--- config.mk ---
export PLATFORM = sky130hd
export DESIGN_NAME = mbr_cfg_flat
export DESIGN_NICKNAME = d
export VERILOG_FILES = /design/src/rtl/mbr_pkg.sv /design/src/rtl/mbr_cfg_if.sv /design/src/rtl/mbr_cfg.sv /design/src/flat_wrapper.sv
export SDC_FILE = /design/constraint.sdc
export NUM_CORES = 1
export LEC_CHECK = 0
export BUFFER_PORTS_ARGS = -buffer_cell sky130_fd_sc_hd__buf_2
export CAP_MARGIN = 20
export CORE_MARGIN = 1.5
export CORE_UTILIZATION = 35
export CTS_CLUSTER_DIAMETER = 50
export DETAILED_ROUTE_END_ITERATION = 12
export PLACE_DENSITY_LB_ADDON = 0.08
export SLEW_MARGIN = 20
export SYNTH_ARGS = -nofsm -noshare
export SYNTH_HDL_FRONTEND = slang
export SYNTH_SLANG_ARGS = --single-unit
--- constraint.sdc ---
create_clock -name clk -period 1 [get_ports clk]
set_input_delay 0.2 -clock clk [delete_from_list [all_inputs] [get_ports clk]]
set_output_delay 0.2 -clock clk [all_outputs]
set_load 0.005 [all_outputs]
--- src/rtl/mbr_pkg.sv ---
// shared types, widths and codes for the modular add/sub/mul unit
package mbr_pkg;

	localparam int RES_W   = 63;
	localparam int WORD_W  = 64;
	localparam int SHIFT_W = 6;
	localparam int IDX_W   = 2;

	typedef logic [1:0] op_t;

	localparam op_t OP_ADD  = 2'd0;
	localparam op_t OP_SUB  = 2'd1;
	localparam op_t OP_MUL  = 2'd2;
	localparam op_t OP_NONE = 2'd3;

	localparam logic [IDX_W-1:0] REG_MODULUS  = 2'd0;
	localparam logic [IDX_W-1:0] REG_RATIO    = 2'd1;
	localparam logic [IDX_W-1:0] REG_EXPONENT = 2'd2;

	localparam logic [RES_W-1:0]   MODULUS_RST = 63'd2;
	localparam logic [WORD_W-1:0]  RATIO_RST   = 64'h8000_0000_0000_0000;
	localparam logic [SHIFT_W-1:0] SHIFT_RST   = 6'd0;

	// live configuration seen by the datapath
	typedef struct packed {
		logic [RES_W-1:0]   modulus;
		logic [WORD_W-1:0]  ratio;
		logic [SHIFT_W-1:0] shift;
	} cfg_t;

	// sideband that travels with each transaction down the pipeline
	typedef struct packed {
		logic              valid;
		op_t               op;
		logic [WORD_W-1:0] val;
		logic              borrow;
	} side_t;

endpackage

--- src/rtl/mbr_cfg_if.sv ---
// configuration write channel: register index and write data
interface mbr_cfg_if;
	logic                       valid;
	logic                       ready;
	logic [mbr_pkg::IDX_W-1:0]  index;
	logic [mbr_pkg::WORD_W-1:0] data;

	modport source (output valid, output index, output data, input ready);
	modport sink (input valid, input index, input data, output ready);
endinterface

--- src/rtl/mbr_cfg.sv ---
// configuration registers: modulus, barrett ratio and product shift amount
module mbr_cfg (
	input  logic            clk,
	input  logic            arst_n,
	mbr_cfg_if.sink         cfg,
	output mbr_pkg::cfg_t   cfg_out
);
	import mbr_pkg::*;

	logic [RES_W-1:0]   modulus_q;
	logic [WORD_W-1:0]  ratio_q;
	logic [SHIFT_W-1:0] shift_q;

	assign cfg.ready = 1'b1;

	always_ff @(posedge clk or negedge arst_n) begin
		if (!arst_n) begin
			modulus_q <= MODULUS_RST;
			ratio_q   <= RATIO_RST;
			shift_q   <= SHIFT_RST;
		end else if (cfg.valid) begin
			case (cfg.index)
				REG_MODULUS: modulus_q <= cfg.data[RES_W-1:0];
				REG_RATIO:   ratio_q   <= cfg.data;
				// exponent zero behaves as one
				REG_EXPONENT: begin
					if (cfg.data[SHIFT_W-1:0] == '0)
						shift_q <= '0;
					else
						shift_q <= cfg.data[SHIFT_W-1:0] - SHIFT_W'(1);
				end
				default: ;
			endcase
		end
	end

	assign cfg_out.modulus = modulus_q;
	assign cfg_out.ratio   = ratio_q;
	assign cfg_out.shift   = shift_q;

endmodule

--- src/flat_wrapper.sv ---
// flat-port wrapper written by rule: the top's interface ports become plain ports
module mbr_cfg_flat import mbr_pkg::*;
  (clk, arst_n, cfg_out, cfg_valid, cfg_index, cfg_data, cfg_ready);
  mbr_cfg_if cfg_i ();
  input  logic clk;
  input  logic arst_n;
  output mbr_pkg::cfg_t cfg_out;
  input wire logic [$bits(cfg_i.valid)-1:0] cfg_valid;
  input wire logic [$bits(cfg_i.index)-1:0] cfg_index;
  input wire logic [$bits(cfg_i.data)-1:0] cfg_data;
  output wire logic [$bits(cfg_i.ready)-1:0] cfg_ready;
  assign cfg_i.valid = cfg_valid;
  assign cfg_i.index = cfg_index;
  assign cfg_i.data = cfg_data;
  assign cfg_ready = cfg_i.ready;
  mbr_cfg u_core (.clk(clk), .arst_n(arst_n), .cfg(cfg_i), .cfg_out(cfg_out));
endmodule
* After elaboration in Yosys (flattened, before gate mapping) *
Cells that the tools add are included.
W data, S select, Z words.

storage, ports and cells
  flip-flop bits (word level) = 133
  output and inout bits = 134

operators by class
  add/subtract/negate cells = 1
  eq/ne operators = 2
  muxes and demuxes = 1
  reductions and logical operators = 5

operators with widths
  kind                   count
  $logic_not A6 Y1       1
  $mux W6                1
  $reduce_and A2 Y1      3
  $sub A6 B1 Y6 const B  1
  $eq A2 B1 Y1 const B   1
  $eq A2 B2 Y1 const B   1
  $logic_not A2 Y1       1

* Depth between registers and ports, before layout *
  depth after elaboration = 2
  mapped depth = 5

* Worst setup path after synthesis *
Ideal clock, no wire load.

  kind = input -> register
  start = in cfg_index[1]
  end = reg u_core.modulus_q[0]
  arrival time = 1017 ps
  path slack = -142 ps
  stages on the path = 4
  path buffers = 2
  path through = nor3b_2 -> buf_6 -> buf_12 -> mux2_4

on the way
  word-level cells in the longest chain between the ends = 2

RTL lines
  what                                RTL line           text
  from (decl)                         flat_wrapper.sv:9  input wire logic [$bits(cfg_i.index)-1:0] cfg_index;
  $logic_not A2 Y1                    mbr_cfg.sv:22      case (cfg.index)
  $reduce_and A2 Y1 (no source line)  --
  to (signal assigned)                mbr_cfg.sv:23      REG_MODULUS: modulus_q <= cfg.data[RES_W-1:0];
  to (decl)                           mbr_cfg.sv:10      logic [RES_W-1:0] modulus_q;

Every way passes these cells.
A chain may end at the register's enable or synchronous reset.

* Worst setup path after layout *
  start = reg u_core.modulus_q[1]
  end = out cfg_out[71] in the netlist's numbering

RTL lines
  what       RTL line           text
  to (decl)  flat_wrapper.sv:7  output mbr_pkg::cfg_t cfg_out;

No word-level cell between the ends.

==> results.md <==
* Outcome: finished with violations
* Violated checks: setup timing
* Register bit total from synthesis at ~130
* Shortest clock period the worst path allows after layout at 1240 ps
* Wire length of the first global-routing pass at 19700 um
* Fill cells at 1308
* Initial cell density of the core at 35.8%
* Fin util at 53.4%
* Worst setup EP type: primary output
* Setup Total Neg Slack at -14510 ps
* Post-route cell area at 0.00808 sq mm
* Cell-by-cell listing of the critical path: buf_6
* # placed instances at 706
* Max Fclk at 810 MHz
* Static Leak at just over 4 nW
* Residual overflow from global routing at 0
* P per Cell Area at 2190 mW/mm^2
* Post-synthesis average cell area at 17.6 sq um
* Die width at 128 um
* Crit. Startpoint: u_core.modulus_q[1]$_DFFE_PN1P_
* Share of synthesized area occupied by flip-flops and latches at 61.4%
* Number of nets with antenna violations after routing at 0
* Required time at the worst-slack endpoint at 800 ps
* Area growth from synthesis to layout at 49.0%
* Cell area reported after detailed placement at ~0.0069 sq mm
* Number of cells on the worst reg-to-reg path at 3
* Clock transition time at the flip-flop clock pins of the worst setup and hold paths at around 60 ps
* Sinks on Clock Net at 133
* Total Nets Final at 679
* Overall fraction of global-route tracks in use at 15.8%
* Number of cells produced by synthesis at just over 300
* Slowest stage cell on the critical path: sky130_fd_sc_hd__dfstp_2
* Core outline area at around 0.015 sq mm
* Non-filler cells, final at 809
* End point of the critical path: cfg_out[71]
* Post-Syn Area at roughly 0.0054 sq mm
* Antenna diode count at 0
* Final GP Congestion at 0.727
* Tot Pwr at ~18 mW
* Most common cell after layout, fill and taps aside: sky130_fd_sc_hd__buf_2
* Area of the die at 0.0163 sq mm
* Unrepaired setup endpoints after global routing: true
* Flop2flop setup slack at 10 ps
* Die height at approximately 130 um
* Pin count of the biggest net entering global routing at 48
* Kind of start point of the critical path: register
* Number of optimization iterations in the first detailed-route pass at 4
* Final worst path period share at 124%
* Count of buffer and inverter cells on the critical path at 1
* Number of buffers inserted by port buffering at 201
* Maximum root-to-sink buffer count at 2
* Detailed-placement wirelength estimate at roughly 8700 um
* Sum of routed wire length over all layers at 12500 um
* DRC at 0
* Vias per inst at around 4.5
* Row cnt at 45
* Worst setup margin at -235 ps
* Vias in the first global route at 3829
* Clock buffer count from CTS at 17
* Root cell of the clock tree: sky130_fd_sc_hd__clkbuf_16
* Synthesis Warnings at 0
* Antenna violations before repair at 0
* VDD IR-drop max at 1.26 mV
* Stages on worst setup path at 1
* Average wire per cell in the routed design at 15.5 um
* I/O pins at between 200 and 250
* Mapped Nets at 380
* Largest stage delay on the critical path at 540 ps
* Count of different cell masters after synthesis at 26
* CP arrival at about 1000 ps
* Classification of the worst setup path: register to primary output
* Clock network latency to the later pin of the worst-skew pair at 400 ps
* Most frequent cells in the layout: sky130_fd_sc_hd__buf_2 (197), sky130_fd_sc_hd__dfrtp_1 (131), sky130_fd_sc_hd__buf_4 (78)
* Number of DRC violations after detailed-routing iteration 0 at 71
* Max-capacitance violation count at 0
* Clock tree from TritonCTS: yes
* Detailed-route via count at 3623
* Top cell family by delay on the critical path: flip-flops
* H-tree Lvls at 4
* Final Skew at 0 ps
* Reg-to-reg critical path startpoint: u_core.modulus_q[19]$_DFFE_PN0P_
* Largest fanout on the critical path at 2
* Worst min path class: input port to register
* Endpoints failing setup at 133
* Number of max-slew violations in the final report at 0
* Endpoints failing hold at 0
* Share of final-layout standard cells stronger than drive strength 1 at between 70 and 80%
* Worst reg2reg path endpoint: u_core.modulus_q[19]$_DFFE_PN0P_
[routing by layer]
layer / global-route usage, % / vias to the layer above / share of wire [%]
met3: 5.32 / 10 / 6.8
met1: 19.5 / 1808 / 43
met5: 0 / - / 0
li1: - / 1692 / -
met2: 25.8 / 113 / 49
met4: 6.15 / 0 / 1.0
[cells by family (layout without fill, tap and decap cells)]
kind of cell / count (synthesis) / count (layout) / share of synthesized area (%)
xor+xnor: 3 / 3 / 0.484
mux: 125 / 125 / 30.1
compound gates: 10 / 10 / 1.20
flops: 133 / 133 / 61.4
fa+ha+maj: 2 / 2 / 0.461
other cells: 1 / 1 / 0.0691
buf+inv: 18 / 330 / 3.99
simple gates: 17 / 17 / 2.33
[final cells by class]
| type | count | area, sq um | share of cell area (%) |
|---|---|---|---|
| Multi-Input combinational cell | 158 | 1940 | 24.0 |
| Clock inverter | 13 | 205 | 2.54 |
| Tap cell | 188 | 235 | 2.91 |
| Clock buffer | 19 | 443 | 5.48 |
| Sequential cell | 133 | 3330 | 41.2 |
| Timing Repair Buffer | 296 | 1920 | 23.8 |
| Inverter | 2 | 7.51 | 0.0929 |
[power breakdown]
part	leakage, nW	switching [mW]	internal (mW)
Sequential	1.57	0.515	6.41
Combinational	2.23	1.33	2.64
Clock	0.309	2.29	4.48
Total	4.11	4.14	13.5
[sequential cells by signal, indices dropped and copies added, names as in the netlist]
register          flops
u_core.ratio_q       64
u_core.shift_q        6
u_core.modulus_q     63
[worst min path at each step]
stage | from | endpoint | cells after the start
finish | cfg_data[63] | u_core.ratio_q[63]$_DFFE_PN1P_ | 2
global route | cfg_data[15] | u_core.ratio_q[15]$_DFFE_PN0P_ | 2
CTS | cfg_data[63] | u_core.ratio_q[63]$_DFFE_PN1P_ | 2
detailed placement | arst_n | u_core.modulus_q[27]$_DFFE_PN0P_ | 1
global placement | arst_n | u_core.modulus_q[36]$_DFFE_PN0P_ | 1
floorplan | arst_n | u_core.modulus_q[0]$_DFFE_PN0P_ | 0
[synth_stat cells]
library cell,n,area (sq um)
sky130_fd_sc_hd__a21oi_1,2,10.0
sky130_fd_sc_hd__buf_12,6,120
sky130_fd_sc_hd__buf_2,2,10.0
sky130_fd_sc_hd__buf_4,1,7.51
sky130_fd_sc_hd__buf_6,6,67.6
sky130_fd_sc_hd__clkbuf_1,1,3.75
sky130_fd_sc_hd__conb_1,1,3.75
sky130_fd_sc_hd__dfrtp_1,131,3280
sky130_fd_sc_hd__dfstp_2,2,52.6
sky130_fd_sc_hd__ha_1,2,25.0
sky130_fd_sc_hd__inv_1,2,7.51
sky130_fd_sc_hd__mux2_2,65,732
sky130_fd_sc_hd__mux2_4,60,901
sky130_fd_sc_hd__nand2_1,7,26.3
sky130_fd_sc_hd__nand3b_1,1,7.51
sky130_fd_sc_hd__nand3b_4,1,20.0
sky130_fd_sc_hd__nor2b_1,1,6.26
sky130_fd_sc_hd__nor3_1,2,10.0
sky130_fd_sc_hd__nor3b_1,1,7.51
sky130_fd_sc_hd__nor3b_2,1,12.5
sky130_fd_sc_hd__nor3b_4,1,18.8
sky130_fd_sc_hd__nor4_1,1,6.26
sky130_fd_sc_hd__o21ai_0,2,10.0
sky130_fd_sc_hd__o31ai_1,6,45.0
sky130_fd_sc_hd__or3_4,1,11.3
sky130_fd_sc_hd__xnor2_1,3,26.3
[what timing repair did]
action,in CTS,in global routing
setup endpoints to repair,133,133
pin swaps,0,0
hold buffers,1,0
setup buffers,43,27
endpoints found under the hold margin,132,0
gates resized for setup,0,7
[stage by stage]
stage	worst slack, ps	hold slack, ps
6_report	-235	29.4
3_5_place_dp	-367	89.2
3_3_place_gp	-345	92.8
2_1_floorplan	-140	-95.6
4_1_cts	-270	8.95
5_1_grt	-272	19.7
(Power assumes the default switching activity.)
